`config.mk`:
```
export PLATFORM = sky130hd
export DESIGN_NAME = dcmq_div
export DESIGN_NICKNAME = d
export VERILOG_FILES = /design/src/dcmq_pkg.sv /design/src/dcmq_div.sv
export SDC_FILE = /design/constraint.sdc
export NUM_CORES = 2
export LEC_CHECK = 0
export ABC_AREA = 0
export BUFFER_PORTS_ARGS = -buffer_cell sky130_fd_sc_hd__buf_2
export CAP_MARGIN = 0
export CORE_MARGIN = 1.5
export CORE_UTILIZATION = 45
export CTS_CLUSTER_SIZE = 20
export DETAILED_ROUTE_END_ITERATION = 6
export PLACE_DENSITY = 0.72
export SKIP_LAST_GASP = 1
export SLEW_MARGIN = 10
export SYNTH_ARGS = -nofsm -noshare
export SYNTH_HDL_FRONTEND = slang
export SYNTH_SLANG_ARGS = --single-unit
```
`constraint.sdc`:
```
create_clock -name clk -period 3.15 [get_ports clk]
set_input_delay 0.1575 -clock clk [delete_from_list [all_inputs] [get_ports clk]]
set_output_delay 0.1575 -clock clk [all_outputs]
set_load 0.005 [all_outputs]
```
`src/dcmq_pkg.sv`:
```
`timescale 1ns / 1ps

package dcmq_pkg;

	// Width of a matrix entry and of a quaternion component
	localparam int unsigned CW = 16;

	typedef logic signed [CW-1:0] coef_t;

	// Sideband that rides along the divider: sign of each component and the flag
	typedef struct packed {
		logic       inv;
		logic [3:0] neg;
	} div_side_t;

endpackage

```
`src/dcmq_div.sv`:
```
`timescale 1ns / 1ps

module dcmq_div #(
	parameter int MW = 18,
	parameter int F  = 14
) (
	input  logic                   clk,
	input  logic                   arst_n,
	input  logic                   in_vld,
	input  logic [3:0][MW-1:0]     mag,
	input  logic [MW:0]            den,
	input  dcmq_pkg::div_side_t    in_side,
	output logic                   out_vld,
	output logic [3:0][F:0]        quo,
	output dcmq_pkg::div_side_t    out_side
);
	import dcmq_pkg::*;

	localparam int DW   = MW + 1;
	localparam int QW   = F + 1;
	localparam int NUMW = MW + F + 1;

	// Rounded numerator: mag * 2^F + floor(den / 2)
	logic                 vld_s0;
	logic [3:0][NUMW-1:0] num_s0;
	logic [DW-1:0]        den_s0;
	div_side_t            side_s0;

	always_ff @(posedge clk or negedge arst_n) begin
		if (!arst_n) begin
			vld_s0 <= 1'b0;
		end else begin
			vld_s0 <= in_vld;
		end
	end

	always_ff @(posedge clk) begin
		for (int l = 0; l < 4; l++) begin
			num_s0[l] <= {1'b0, mag[l], {F{1'b0}}} + NUMW'(den[DW-1:1]);
		end
		den_s0  <= den;
		side_s0 <= in_side;
	end

	logic               vld_s  [QW];
	logic [3:0][DW-1:0] rem_s  [QW];
	logic [3:0][QW-1:0] lo_s   [QW];
	logic [3:0][QW-1:0] quo_s  [QW];
	logic [DW-1:0]      den_s  [QW];
	div_side_t          side_s [QW];

	// Restoring division, one quotient bit per stage in all four lanes
	for (genvar k = 0; k < QW; k++) begin : g_stage
		logic               vld_i;
		logic [3:0][DW-1:0] rem_i;
		logic [3:0][QW-1:0] lo_i;
		logic [3:0][QW-1:0] quo_i;
		logic [DW-1:0]      den_i;
		div_side_t          side_i;

		if (k == 0) begin : g_first
			assign vld_i  = vld_s0;
			assign den_i  = den_s0;
			assign side_i = side_s0;
			for (genvar l = 0; l < 4; l++) begin : g_lane
				assign rem_i[l] = DW'(num_s0[l][NUMW-1:QW]);
				assign lo_i[l]  = num_s0[l][QW-1:0];
				assign quo_i[l] = '0;
			end
		end else begin : g_next
			assign vld_i  = vld_s[k-1];
			assign den_i  = den_s[k-1];
			assign side_i = side_s[k-1];
			assign rem_i  = rem_s[k-1];
			assign lo_i   = lo_s[k-1];
			assign quo_i  = quo_s[k-1];
		end

		always_ff @(posedge clk or negedge arst_n) begin
			if (!arst_n) begin
				vld_s[k] <= 1'b0;
			end else begin
				vld_s[k] <= vld_i;
			end
		end

		always_ff @(posedge clk) begin
			logic [DW:0] trial;
			logic [DW:0] diff;
			logic        ge;
			for (int l = 0; l < 4; l++) begin
				trial       = {rem_i[l], lo_i[l][QW-1]};
				diff        = trial - {1'b0, den_i};
				ge          = (trial >= {1'b0, den_i});
				rem_s[k][l] <= ge ? diff[DW-1:0] : trial[DW-1:0];
				lo_s[k][l]  <= lo_i[l] << 1;
				quo_s[k][l] <= {quo_i[l][QW-2:0], ge};
			end
			den_s[k]  <= den_i;
			side_s[k] <= side_i;
		end
	end

	assign out_vld  = vld_s[QW-1];
	assign quo      = quo_s[QW-1];
	assign out_side = side_s[QW-1];

endmodule

```
==> results.json <==
{
  "synth_mux_area_frac": 0.0773,
  "reg2reg_depth": 13,
  "routed_wl_um": 317000,
  "endpoint": "rem_s[0][148]$_DFF_P_",
  "period_needed_ns": 3.21,
  "vias": 87100,
  "synth-seq-cells": 2001,
  "cts_tree": "done",
  "start_util": 0.452,
  "whs_path_depth": 3,
  "grt_pass1_vias": 82400,
  "fmax_mhz": 311,
  "area_delta_synth_final_pct": 19.1,
  "routed_via_density": 5.62,
  "grt_max_degree": 40,
  "maxCapViolCount": 0,
  "nets": 13400,
  "async_reset_ff_frac": 0.00800,
  "ir_drop_mv": 0.811,
  "worstSetupStartpoint": "den_s[0][14]$_DFF_P_",
  "cts_sinks": 2001,
  "clk-insertion-delay-late_ns": 0.89,
  "core_area_um2": 235000,
  "status": "complete, but fails checks",
  "synthAdderAreaFrac": 0.142,
  "min_from": "mag[42]",
  "die_w_um": 489,
  "io_pins": 165,
  "synth-compound-area-share": 0.177,
  "drcViolationCount": 6,
  "dr.pass1.iters": 7,
  "cp.required_ns": 3.92,
  "wl_per_cell_um": 20.4,
  "antenna_found_initial": 14,
  "grt.total_usage": 0.252,
  "syn_area_um2": 106000,
  "drv_slew": 0,
  "postLayoutCellArea_um2": 127000,
  "cts_buffers": 210,
  "gp_congestion": 0.987,
  "synth_edf_count": 0,
  "worstReg2RegEnd": "rem_s[0][148]$_DFF_P_",
  "clk_pin_slew_ns": 0.06,
  "worstReg2RegStart": "den_s[0][14]$_DFF_P_",
  "p_per_area_nw_per_um2": 1200,
  "crit_path_max_fanout": 5,
  "cts_root_buf": "clkbuf_16",
  "die_h_um": 489,
  "port_buffers": 164,
  "worst_pin_slew_ns": 0.691,
  "cp-start-kind": "register",
  "violations": "design-rule violations, negative setup slack",
  "hold_viol_final": 0,
  "synthTopCellsByCount": "1985 x dfxtp_1, 1114 x ha_1, 744 x nand2_1",
  "rows": 178,
  "yosys.area.top_type": "dfxtp_1",
  "place_hpwl_um": 245000,
  "synth.most_common_cell": "dfxtp_1",
  "first_iter_violations": 7190,
  "power_mw": 152,
  "synthFlopType": "dfxtp_1",
  "worst_slack_ns": -0.0624,
  "syn_nets": 12400,
  "netlist_top_cells_area": "dfxtp_1 37%, ha_1 13%, mux2_2 5.5%",
  "die_area_um2": 239000,
  "synth.yosys.seq_area_share": 0.378,
  "synth_top_family_by_area": "compound AO/OA/AOI/OAI gates",
  "maxSlewHeadroom": 0.538,
  "ant_nets": 0,
  "hp-class": "in2reg",
  "ys_warn_count": 0,
  "rrSetupSlack_ns": -0.06,
  "rsz0062_at_grt": "true",
  "cp-end-kind": "register",
  "synthCells": 11200,
  "cts_htree_levels": 4,
  "overflow": 0,
  "synth.distinct_cells": 110,
  "power.leakage_nw": 55.5,
  "clock_skew_ns": 0.0893,
  "timing.final.crit_share": 1.02,
  "critical_path_arrival_ns": 3.98,
  "drive_gt1_frac": 0.170,
  "synthXorXnorAreaFrac": 0.0678,
  "avgSynthCellArea_um2": 9.53,
  "setup_viol": 18,
  "clock_path_buffers": 3,
  "critPathKind": "reg2reg",
  "synth_top_area_frac": 0.374,
  "yosys.area_share.simple": 0.126,
  "grt_pass1_wl_um": 470000,
  "placed_area_um2": 115000
}
per-stage QoR:
stage	TNS, ns	cells	hold slack (ns)	util	setup slack [ns]
after CTS	0	15400	0.00331	0.531	0.00137
after floorplan	0	11200	-0.138	-	0.0226
after detailed placement	-3.04	14800	0.0803	0.489	-0.0836
final	-0.642	15500	0.0638	0.539	-0.0624
after global routing	-8.96	15500	0.0277	0.539	-0.178
after global placement	-0.694	14800	0.0689	0.489	-0.0774
worst max-delay path, cell delays in order (launching register included):
cell and delay [ns]:
dfxtp_2 0.34, inv_1 0.07, ha_4 0.19, fa_2 0.35
nand2b_4 0.16, a211oi_2 0.31, o41ai_2 0.13, buf_4 0.16
a21oi_4 0.13, a221o_1 0.21, o2111ai_2 0.15, o211ai_1 0.29
clkbuf_16 0.26, mux2_2 0.33
report_power, final:
group	total [mW]	leakage, nW	switching [mW]	internal [mW]
registers	43.2	16.9	7.22	36.0
clock network	26.7	3.65	11.2	15.5
logic	82.0	35.0	42.2	39.7
worst min path at each step:
stage / to / slack [ns]
after floorplan: g_stage[0].vld_i$_DFF_PN0_ / -0.14
after global placement: out_vld$_DFF_PN0_ / 0.07
after detailed placement: out_vld$_DFF_PN0_ / 0.08
after CTS: g_stage[0].lo_i[14]$_DFF_P_ / 0.003
after global routing: den_s0[18]$_DFF_P_ / 0.03
final: g_stage[0].rem_i[43]$_DFF_P_ / 0.06
registers in the layout, indices dropped and copies added (netlist names):
name and flops:
den_s 266, den_s0 19, g_stage.lo_i 4, g_stage.rem_i 72
g_stage.side_i 5, g_stage.vld_i 15, out_vld 1, quo_s 480
rem_s 1064, side_s 75
cell usage in the layout, fill, tap and decap left out, drive strengths merged, types with 36 or more instances in the layout:
cell and n:
a31oi 106, xnor2 526, o2111ai 46, dlygate4sd3 199
nor4 60, a21boi 51, nand3 197, a211oi 112
dfxtp 1985, nand4 175, buf 798, and3 58
or2 36, nor3 224, clkinv 66, nand2b 116
a21oi 749, inv 620, ha 1114, o31a 39
or3 102, and2 41, a211o 49, nor2 719
a21o 268, o21a 199, o211ai 72, mux2i 88
nor2b 160, o21ai 639, nand2 745, fa 60
o31ai 106, clkbuf 284, o21bai 75, xor2 296
mux2 644
cell families (layout without fill, tap and decap cells):
group / count (synthesis) / after routing
AOI/OAI and AO/OA: 2826 / 2826
and+or+nand+nor: 2768 / 2768
DFF: 2001 / 2001
adders and majority gates: 1174 / 1174
buffers and inverters: 832 / 2023
xor gates and xnor gates: 822 / 822
muxes: 732 / 732
other: 0 / 20
cell type report:
cell class | count | area [µm²]
fill | 20600 | 108000
sequential | 2001 | 40200
timing repair buffer | 1018 | 8710
clock buffer | 263 | 5790
clock inverter | 134 | 1810
tap | 3150 | 3940
antenna | 20 | 50.0
inverter | 608 | 2300
multi-input combinational | 8322 | 63800
layer usage:
metal / part of all wire / routed length, µm / up-vias / GRT usage
met4: 0.060 / 19200 / 4 / 0.141
met2: 0.45 / 144000 / 2938 / 0.411
li1: - / - / 42500 / -
met3: 0.066 / 20900 / 741 / 0.0410
met1: 0.42 / 133000 / 41000 / 0.317
met5: 0.000098 / 31 / - / 0
what timing repair did:
action | in CTS | in global routing
hold endpoints to repair | 117 | 0
pin swaps | 13 | 76
setup endpoints to repair | 176 | 649
buffers inserted | 8 | 49
gates cloned | 3 | 28
gates resized for setup | 24 | 260
hold buffers | 199 | 0
(Power assumes the default switching activity.)
