--- src/dcmq_sqrt.sv ---
`timescale 1ns / 1ps

module dcmq_sqrt #(
	parameter int NW = 40,
	parameter int SW = 1
) (
	input  logic            clk,
	input  logic            arst_n,
	input  logic            in_vld,
	input  logic [NW-1:0]   rad,
	input  logic [SW-1:0]   in_side,
	output logic            out_vld,
	output logic [NW/2-1:0] root,
	output logic [SW-1:0]   out_side
);
	localparam int RW = NW / 2;

	logic          vld_s  [RW];
	logic [NW-1:0] rad_s  [RW];
	logic [RW+1:0] rem_s  [RW];
	logic [RW-1:0] root_s [RW];
	logic [SW-1:0] side_s [RW];

	// One result bit per stage: bring down two radicand bits, try 4P+1
	for (genvar k = 0; k < RW; k++) begin : g_stage
		logic          vld_i;
		logic [NW-1:0] rad_i;
		logic [RW+1:0] rem_i;
		logic [RW-1:0] root_i;
		logic [SW-1:0] side_i;
		logic [RW+3:0] trial;
		logic [RW+3:0] test;
		logic [RW+3:0] diff;
		logic          ge;

		if (k == 0) begin : g_first
			assign vld_i  = in_vld;
			assign rad_i  = rad;
			assign rem_i  = '0;
			assign root_i = '0;
			assign side_i = in_side;
		end else begin : g_next
			assign vld_i  = vld_s[k-1];
			assign rad_i  = rad_s[k-1];
			assign rem_i  = rem_s[k-1];
			assign root_i = root_s[k-1];
			assign side_i = side_s[k-1];
		end

		assign trial = {rem_i, rad_i[NW-1 -: 2]};
		assign test  = {2'b00, root_i, 2'b01};
		assign diff  = trial - test;
		assign ge    = (trial >= test);

		always_ff @(posedge clk or negedge arst_n) begin
			if (!arst_n) begin
				vld_s[k] <= 1'b0;
			end else begin
				vld_s[k] <= vld_i;
			end
		end

		always_ff @(posedge clk) begin
			rad_s[k]  <= rad_i << 2;
			rem_s[k]  <= ge ? diff[RW+1:0] : trial[RW+1:0];
			root_s[k] <= {root_i[RW-2:0], ge};
			side_s[k] <= side_i;
		end
	end

	assign out_vld  = vld_s[RW-1];
	assign root     = root_s[RW-1];
	assign out_side = side_s[RW-1];

endmodule

--- config.mk ---
export PLATFORM = sky130hd
export DESIGN_NAME = dcmq_sqrt
export DESIGN_NICKNAME = d
export VERILOG_FILES = /design/src/dcmq_sqrt.sv
export SDC_FILE = /design/constraint.sdc
export NUM_CORES = 1
export LEC_CHECK = 0
export BUFFER_PORTS_ARGS = -buffer_cell sky130_fd_sc_hd__clkbuf_2
export CAP_MARGIN = 20
export CORE_UTILIZATION = 30
export DETAILED_ROUTE_END_ITERATION = 12
export SLEW_MARGIN = 5
export SYNTH_ARGS = -nofsm -noshare
export SYNTH_HDL_FRONTEND = slang
export SYNTH_SLANG_ARGS = --single-unit
--- constraint.sdc ---
create_clock -name clk -period 7.07 [get_ports clk]
set_input_delay 0.3535 -clock clk [delete_from_list [all_inputs] [get_ports clk]]
set_output_delay 0.3535 -clock clk [all_outputs]
set_load 0.005 [all_outputs]
==> results.json, run 1 <==
{
  "hold_viol_final": 0,
  "vias_per_cell": 4.39,
  "postLayoutCoreUtil_pct": 35.6,
  "finalCriticalPeriod_ns": 3.46,
  "wl_per_cell_um": 12.1,
  "hold_path_class": "in2async",
  "floorplan.rows": 127,
  "endpoint": "rem_s[17][21]",
  "timing.setup.critical_path_class": "reg2reg",
  "netlist_area_before_placement_um2": 36200,
  "numClockSinks": 1020,
  "synth.top_cells.by_area": "dfxtp_1 (55%), ha_1 (8.0%), xor2_1 (3.7%)",
  "initial_core_util_pct": 30.2,
  "syn_nets": 3750,
  "port_buffers": 65,
  "synth_top_cell_area_share_pct": 55.2,
  "detailroute.via_count": 23500,
  "setup_tns_final_ns": 0,
  "max_slew.worst_pin.slew_ns": 1.04,
  "boundaryPins": 66,
  "gr_usage_total_pct": 10.5,
  "reg2reg_to": "rem_s[17][21]",
  "post_route_total_power_mw": 15.6,
  "layout_worst_path_cycle_share_pct": 48.9,
  "ff2ff_path_depth": 10,
  "remaining_drc_errors": 0,
  "routed_wirelength_um": 64500,
  "max_transition_viols_final": 0,
  "clockBufferDepth": 3,
  "max_cap_violations": 0,
  "synthToLayoutAreaGrowth_pct": 17.6,
  "post-synth-top-area-cell": "dfxtp_1",
  "postSynth.asyncResetShare_pct": 1.96,
  "clk_pin_slew_worst_paths_ns": 0.07,
  "power.density_cell_area_nw_per_um2": 366,
  "core_area_um2": 120000,
  "synth_seq_cells": 1020,
  "synth.yosys.seq_area_share_pct": 56.6,
  "gr-total-overflow": 0,
  "ys_types": 76,
  "post_synth_inst_count": 3475,
  "clock_latency_ns": 0.67,
  "number_of_filler_cells_placed_in_the_layout": 11900,
  "dp_hpwl_um": 47100,
  "worst_slew_margin_rel_pct": 30.8,
  "post_syn_area_per_cell_um2": 10.4,
  "timing.critical_path.from": "root_s[4][0]",
  "fp.dieArea_um2": 122000,
  "grt_setup_unrepaired": "false",
  "tritoncts_clock_tree": "built",
  "first_global_vias": 22700,
  "status": "completed",
  "reg2reg_from": "root_s[4][0]",
  "drt.antenna.violating_nets": 0,
  "cp_max_fo": 40,
  "finalSetupViolCount": 0,
  "vdd_ir_drop_max_v": 0.000224,
  "grt_max_degree": 41,
  "cp-start-kind": "flop",
  "diodes": 0,
  "wire_length_of_the_first_global_routing_pass_um": 107000,
  "fin_nets": 3912,
  "dr.pass1.iters": 5,
  "die_width_um": 350,
  "timing.reg2reg.setup_slack_ns": 3.61,
  "maxClockFrequency_mhz": 289,
  "share_of_final_layout_standard_cells_stronger_than_drive_strength_1_pct": 8.38,
  "gpl.final_weighted_congestion": 0.862,
  "height_of_the_chip_um": 350,
  "required_ns": 7.59,
  "cts_inserted_buffers": 106,
  "timing.clock.skew_ns": 0.0456,
  "data_arrival_time_of_the_critical_path_ns": 3.98,
  "static-leakage-power_nw": 19.5,
  "clock_tree.root_cell": "clkbuf_16",
  "detail_route.iter0.violations": 1079,
  "clock_tree.htree_level_count": 3,
  "grt_antenna_before_repair": 0,
  "synth-edff-count": 0,
  "synth-warning-count": 0,
  "cts-resized-gates": 0,
  "end_kind": "flop",
  "synth-main-ff-cell": "dfxtp_1"
}
-- routing by layer --
| metal | vias to the layer above | GRT usage (%) | part of all wire (%) |
|---|---|---|---|
| li1 | 12200 | - | - |
| met1 | 10700 | 12.0 | 44 |
| met2 | 381 | 18.8 | 49 |
| met3 | 161 | 2.13 | 3.7 |
| met4 | 0 | 4.59 | 3.6 |
| met5 | - | 0 | 0 |
-- power breakdown --
| part | total, mW | internal [mW] | switching, mW |
|---|---|---|---|
| Clock | 5.79 | 3.55 | 2.24 |
| Sequential | 7.36 | 6.72 | 0.648 |
| Combinational | 2.46 | 1.17 | 1.29 |
| Total | 15.6 | 11.4 | 4.18 |
-- placed cells by master (no fill, tap or decap), types with 65 or more instances in the layout --
cell type / Yosys / layout
a21oi_1: 195 / 194
clkbuf_16: 0 / 108
clkbuf_2: 0 / 65
dfxtp_1: 1000 / 1000
ha_1: 231 / 231
inv_1: 285 / 285
nand2_1: 201 / 201
nor2_1: 227 / 227
nor3_1: 97 / 96
o21ai_0: 171 / 171
xnor2_1: 144 / 144
xor2_1: 153 / 153
-- how the worst min path moves through the flow --
stage               cells past startpoint           endpoint
floorplan                               0  g_stage[10].vld_i
CTS                                     2  g_stage[17].vld_i
global placement                        1            out_vld
global route                            2  g_stage[17].vld_i
finish                                  2  g_stage[17].vld_i
detailed placement                      0      rad_s[10][34]
-- synthesized netlist by cell type (47+ instances only) --
library cell	instances
a21o_1	58
nor2_1	227
nand2b_1	47
inv_1	285
ha_1	231
nor3_1	97
o21ai_0	171
dfxtp_1	1000
nand2_1	201
xnor2_1	144
xor2_1	153
nand3_1	63
a21oi_1	195
clkbuf_1	47
-- critical path, stage by stage, from the launching register on --
cell and delay, ns:
dfxtp_1 0.33, inv_1 0.05, ha_1 0.32, nor2b_1 0.17, o31a_1 0.28, o41ai_1 0.79
o21ai_1 0.19, o31ai_1 0.21, and3_2 0.62, nor2_1 0.07, mux2_2 0.27
-- flip-flops by register name, indices dropped and copies added (netlist names) --
signal	flops
rem_s	390
rad_s	380
root_s	210
side_s	20
g_stage.vld_i	19
out_vld	1
-- per-stage QoR --
step	cells	setup WS (ns)	instance area, um^2	hold slack (ns)
2_1_floorplan	3475	4.39	36200	0.0579
3_3_place_gp	5097	3.42	38400	0.309
3_5_place_dp	5097	3.30	38400	0.312
4_1_cts	5337	3.26	42600	0.127
5_1_grt	5337	3.43	42600	0.190
6_report	5337	3.61	42600	0.164
-- layout make-up --
class                   instances  area [um^2]  area share (%)
clock buffers                 149         3070            7.20
multi-input cells            2106        14400            33.8
flip-flops and latches       1020        20500            48.2
inverters                     286         1070            2.52
clock inverters                47          699            1.64
well taps                    1612         2020            4.73
repair buffers                117          826            1.94
-- repair_timing --
item                                   CTS  global route
hold buffers                            44             0
endpoints found under the hold margin   63             0
buffers inserted                         0             0
-- logic make-up (layout without fill, tap and decap cells) --
group / after synthesis / after routing / share of synthesized area, %
flops: 1020 / 1020 / 56.6
simple gates: 893 / 893 / 12.4
compound gates: 649 / 649 / 11.1
buf+inv: 349 / 599 / 3.65
xor+xnor: 297 / 297 / 7.18
fa+ha+maj: 231 / 231 / 7.98
mux: 35 / 35 / 1.06
other cells: 1 / 1 / 0.0103
Note: power is estimated with default switching activity, not from simulation.
==> run 2: changes to the inputs <==
clock period = 3.25 ns   (was 7.07 ns; I/O delays follow)
==> run 2 against run 1 <==
Effect of this change:
- clock-buffer cell count is 4 lower
- final cell count up 0.37%
- design area fell by 0.16%
- routed wire length is 0.81% higher
- die area did not move
- critical path depth is 2 higher
- clock power rose by 100%
- global-route usage increased by 0.13 points
==> results.json, run 2 (synthesized netlist as in run 1, its figures left out) <==
{
  "cp_slowest_stage_delay_ns": 0.39,
  "gr-total-overflow": 0,
  "first_global_vias": 22700,
  "grt_max_degree": 41,
  "reg2reg_from": "root_s[4][0]",
  "port_buffers": 65,
  "dp_hpwl_um": 47900,
  "max_transition_viols_final": 0,
  "gpl.final_weighted_congestion": 0.867,
  "hold_viol_final": 0,
  "clkPwrFrac_pct": 35.5,
  "swShare_pct": 27.3,
  "hold_path_class": "in2reg",
  "max_cap_violations": 0,
  "detail_route.iter0.violations": 938,
  "status": "completed",
  "power.density_cell_area_nw_per_um2": 780,
  "combinationalPowerShare_pct": 16.2,
  "static-leakage-power_nw": 19.5,
  "remaining_drc_errors": 0,
  "floorplan.rows": 127,
  "numClockSinks": 1020,
  "fin_nets": 3935,
  "boundaryPins": 66,
  "clk_pin_slew_worst_paths_ns": 0.06,
  "layout_worst_path_cycle_share_pct": 92.3,
  "layout.cells.non_filler": 5357,
  "ff2ff_path_depth": 12,
  "finalInstanceArea_um2": 42500,
  "worst_slew_margin_rel_pct": 43.1,
  "share_of_final_layout_standard_cells_stronger_than_drive_strength_1_pct": 8.73,
  "synthToLayoutAreaGrowth_pct": 17.4,
  "timing.setup.critical_path_class": "reg2reg",
  "leading_cell_types_in_the_layout_fill_and_taps_excluded": "dfxtp_1 (1,000), inv_1 (285), ha_1 (231)",
  "timing.clock.skew_ns": 0.0359,
  "data_arrival_time_of_the_critical_path_ns": 3.55,
  "largest_register_ffs": 390,
  "cts_inserted_buffers": 104,
  "internal_power_mw": 24.1,
  "setup_tns_final_ns": 0,
  "number_of_filler_cells_placed_in_the_layout": 12000,
  "end_kind": "flop",
  "layout_commonest_cell": "dfxtp_1",
  "reg_top3": "rem_s: 390 flops, rad_s: 380 flops, root_s: 210 flops",
  "diodes": 0,
  "postLayoutCoreUtil_pct": 35.5,
  "clockBufferDepth": 3,
  "height_of_the_chip_um": 350,
  "tritoncts_clock_tree": "built",
  "maxClockFrequency_mhz": 333,
  "vias_per_cell": 4.39,
  "core_area_um2": 120000,
  "dpl.cell_count": 5121,
  "grt_setup_unrepaired": "false",
  "place_area_um2": 38600,
  "max_slew.worst_pin.slew_ns": 0.842,
  "clock_tree.htree_level_count": 3,
  "fp.dieArea_um2": 122000,
  "seqPwrFrac_pct": 48.3,
  "wire_length_of_the_first_global_routing_pass_um": 108000,
  "cp_max_fo": 40,
  "slowest_cell_on_the_critical_path": "dfxtp_1",
  "timing.critical_path.cells": "inv_1, ha_1, nor2b_1, o31a_1, o41ai_1, buf_4, o21ai_1, o31ai_1, and3_1, buf_12, nor2_1, mux2_2",
  "required_ns": 3.80,
  "detailroute.via_count": 23500,
  "cts.repair_timing.setup_buffer_count": 0,
  "endpoint": "rem_s[17][21]",
  "timing.reg2reg.setup_slack_ns": 0.25,
  "drt.antenna.violating_nets": 0,
  "clock_tree.root_cell": "clkbuf_16",
  "die_width_um": 350,
  "routed_wirelength_um": 65000,
  "finalSetupViolCount": 0,
  "grt_antenna_before_repair": 0,
  "clock_latency_ns": 0.69,
  "largest-register": "rem_s",
  "cp-start-kind": "flop",
  "vdd_ir_drop_max_v": 0.000655,
  "initial_core_util_pct": 30.2,
  "reg2reg_to": "rem_s[17][21]",
  "finalCriticalPeriod_ns": 3.00,
  "dr.pass1.iters": 5,
  "wl_per_cell_um": 12.1,
  "timing.critical_path.from": "root_s[4][0]",
  "power_switching_mw": 9.07,
  "gr_usage_total_pct": 10.6
}
[run 2: what timing repair did]
| item | CTS | global route |
|---|---|---|
| hold endpoints to repair | 63 | 0 |
| hold buffers | 45 | 0 |
| setup endpoints to repair | 0 | 0 |
| gates resized for setup | 0 | 0 |
[run 2: cell type report]
cell class	instances	area (um^2)	area share, %
Timing Repair Buffer	142	1040	2.45
Inverter	286	1070	2.52
Multi-Input combinational cell	2106	14400	33.9
Clock buffer	145	2950	6.93
Sequential cell	1020	20500	48.2
Clock inverter	46	534	1.26
Tap cell	1612	2020	4.74
[run 2: stage by stage]
step / hold WS [ns] / setup WS, ns / power (mW)
6_report: 0.0924 / 0.249 / 33.2
5_1_grt: 0.0467 / 0.0279 / 35.1
4_1_cts: 0.0117 / 0.142 / 33.7
3_5_place_dp: 0.131 / 0.170 / 21.6
3_3_place_gp: 0.126 / 0.254 / 21.5
2_1_floorplan: -0.133 / 0.568 / 20.2
[run 2: routing by layer]
metal  global-route usage [%]  vias to the layer above  share of wire [%]
li1                         -                    12200                  -
met1                     12.4                    10800                 44
met2                     18.5                      390                 48
met3                     2.46                      165                4.1
met4                     4.94                        0                3.8
met5                        0                        -                  0
[run 2: how the worst min path moves through the flow]
| stage | cells past startpoint | end | from |
|---|---|---|---|
| floorplan | 0 | g_stage[10].vld_i | arst_n |
| global placement | 1 | out_vld | arst_n |
| detailed placement | 1 | out_vld | arst_n |
| CTS | 2 | rad_s[0][13] | rad[13] |
| global route | 2 | rad_s[0][17] | rad[17] |
| finish | 2 | rad_s[0][13] | rad[13] |
[run 2: power groups by stage]
stage,sequential [mW],combinational [mW],clock (mW)
after floorplan,15.8,4.34,0
after global placement,16.3,5.27,0
after detailed placement,16.3,5.33,0
after CTS,16.0,5.42,12.2
after global routing,16.3,6.11,12.8
final,16.0,5.39,11.8
[run 2: worst max-delay path, delay by kind of cell (launching register included)]
| kind | cells | cell delay, ns |
|---|---|---|
| compound gates | 4 | 1.02 |
| fa+ha+maj | 1 | 0.32 |
| buf+inv | 3 | 0.45 |
| flops | 1 | 0.39 |
| mux | 1 | 0.25 |
| simple gates | 3 | 0.46 |
==> run 3: changes to the inputs <==
PLACE_DENSITY = 0.47   (was default)
==> run 3 against run 2 <==
Effect of this change:
- hold slack gained 0.0063 ns
- die area stayed put
- combinational power is 1% higher
- register-to-register slack worse by 0.06 ns
- maximum frequency decreased by 1.8%
- clock power increased by 6%
- sequential power hardly changed
- worst setup slack worse by 0.055 ns
- routed wire length up 7.2%
- critical path depth is 1 lower
- clock skew shrank 0.0055 ns
- non-clock buffer count up 4
- highest routed layer unchanged
==> results.json, run 3 (synthesized netlist as in run 1, its figures left out) <==
{
  "cts_inserted_buffers": 108,
  "fin_nets": 3943,
  "cp_max_fo": 37,
  "reg2reg_from": "root_s[3][60]",
  "reg2reg_to": "rem_s[16][17]",
  "boundaryPins": 66,
  "floorplan.rows": 127,
  "initial_core_util_pct": 30.2,
  "max_transition_viols_final": 0,
  "hold_start": "rad[13]",
  "whs_endpoint": "rad_s[0][13]",
  "drt.antenna.violating_nets": 0,
  "finalCriticalPeriod_ns": 3.06,
  "detailroute.via_count": 23400,
  "remaining_drc_errors": 0,
  "clockBufferDepth": 3,
  "die_width_um": 350,
  "vias_per_cell": 4.37,
  "tritoncts_clock_tree": "built",
  "dpl.cell_count": 5125,
  "timing.clock.skew_ns": 0.0303,
  "clk_pin_slew_worst_paths_ns": 0.06,
  "gr_usage_total_pct": 11.5,
  "reg_top3": "rem_s: 390 flops, rad_s: 380 flops, root_s: 210 flops",
  "detail_route.iter0.violations": 1102,
  "routed_wirelength_um": 69700,
  "layout_worst_path_cycle_share_pct": 94.0,
  "layout.cells.non_filler": 5360,
  "maxClockFrequency_mhz": 327,
  "numClockSinks": 1020,
  "timing.setup.critical_path_class": "reg2reg",
  "fp.dieArea_um2": 122000,
  "largest_register_ffs": 390,
  "dr.pass1.iters": 5,
  "static-leakage-power_nw": 19.6,
  "data_arrival_time_of_the_critical_path_ns": 3.62,
  "gpl.final_weighted_congestion": 0.809,
  "end_kind": "flop",
  "largest-register": "rem_s",
  "number_of_filler_cells_placed_in_the_layout": 12100,
  "port_buffers": 65,
  "max_cap_violations": 0,
  "clock_tree.htree_level_count": 3,
  "timing.reg2reg.setup_slack_ns": 0.19,
  "worst_slew_margin_rel_pct": 40.8,
  "wl_per_cell_um": 13.0,
  "grt_max_degree": 41,
  "wire_length_of_the_first_global_routing_pass_um": 115000,
  "max_slew.worst_pin.slew_ns": 0.880,
  "height_of_the_chip_um": 350,
  "core_area_um2": 120000,
  "hold_viol_final": 0,
  "cp-start-kind": "flop",
  "post_route_total_power_mw": 34.0,
  "status": "completed",
  "grt_antenna_before_repair": 1,
  "gr-total-overflow": 0,
  "layout_commonest_cell": "dfxtp_1",
  "whs_path_depth": 2,
  "setup_tns_final_ns": 0,
  "dp_hpwl_um": 52100,
  "share_of_final_layout_standard_cells_stronger_than_drive_strength_1_pct": 9.02,
  "first_global_vias": 23000,
  "diodes": 0,
  "grt_setup_unrepaired": "false",
  "hold_path_class": "in2reg",
  "power.density_cell_area_nw_per_um2": 793,
  "leading_cell_types_in_the_layout_fill_and_taps_excluded": "dfxtp_1 (1,000), inv_1 (285), ha_1 (231)",
  "ff2ff_path_depth": 11,
  "synthToLayoutAreaGrowth_pct": 18.1,
  "vdd_ir_drop_max_v": 0.000414,
  "finalSetupViolCount": 0,
  "required_ns": 3.82,
  "cts.repair_timing.setup_buffer_count": 0,
  "clock_latency_ns": 0.69,
  "clock_tree.root_cell": "clkbuf_16"
}
run 3: cell count changes in the layout (fill, tap and decap cells not counted), sizes merged:
cell / previous run / this run
buf: 32 / 36
bufinv: 7 / 11
clkbuf: 210 / 211
clkinv: 28 / 24
clkinvlp: 5 / 4
inv: 292 / 291
run 3: power breakdown:
| group | total (mW) | leakage (nW) | internal (mW) | switching, mW |
|---|---|---|---|---|
| sequential | 16.0 | 8.61 | 14.6 | 1.43 |
| clock | 12.5 | 1.81 | 7.48 | 4.98 |
| combinational | 5.46 | 9.21 | 2.58 | 2.88 |
run 3: what timing repair did:
action / CTS / global route
hold endpoints to repair: 63 / 0
hold buffers: 45 / 0
gates resized for setup: 0 / 3
endpoints found under the setup margin: 0 / 2
run 3: per-stage QoR:
| step | hold WS [ns] | cell area (um^2) | setup slack, ns | util, % |
|---|---|---|---|---|
| after floorplan | -0.133 | 36200 | 0.568 | - |
| after CTS | 0.0396 | 42800 | 0.104 | 35.7 |
| after detailed placement | 0.142 | 38700 | 0.122 | 32.3 |
| after global routing | 0.0734 | 42800 | 0.0719 | 35.7 |
| final | 0.0987 | 42800 | 0.194 | 35.7 |
| after global placement | 0.133 | 38700 | 0.133 | 32.3 |
run 3: final cells by class:
class                           count  area, um^2  share of cell area, %
Sequential cell                  1020       20500                   47.9
Multi-Input combinational cell   2106       14400                   33.7
Clock buffer                      146        3060                   7.14
Tap cell                         1612        2020                   4.71
Timing Repair Buffer              146        1080                   2.53
Inverter                          286        1070                   2.51
Clock inverter                     44         641                   1.50
run 3: worst max-delay path by stage:
stage,from,end,slack (ns),cells past startpoint
detailed placement,root_s[3][60],rem_s[16][17],0.12,11
floorplan,root_s[3][23],rem_s[14][8],0.57,10
CTS,root_s[3][60],rem_s[16][17],0.10,11
global placement,root_s[3][60],rem_s[16][17],0.13,11
global route,root_s[3][60],rem_s[16][17],0.07,11
finish,root_s[3][60],rem_s[16][17],0.19,11
run 3: routing by layer:
metal  up-vias  GRT usage, %  routed length [um]
li1      12200             -                   -
met5         -             0                   0
met1     10700          14.1               31900
met4         0          4.61                1880
met2       336          19.9               33200
met3       116          2.10                2700
run 3: worst max-delay path: stages (launching register included):
cell	delay, ns
dfxtp_1	0.33
inv_1	0.05
ha_1	0.33
nor2b_1	0.17
o31a_1	0.27
o41a_1	0.44
a31oi_2	0.27
o21ai_0	0.17
a21oi_2	0.23
buf_12	0.21
inv_1	0.16
mux2_2	0.29
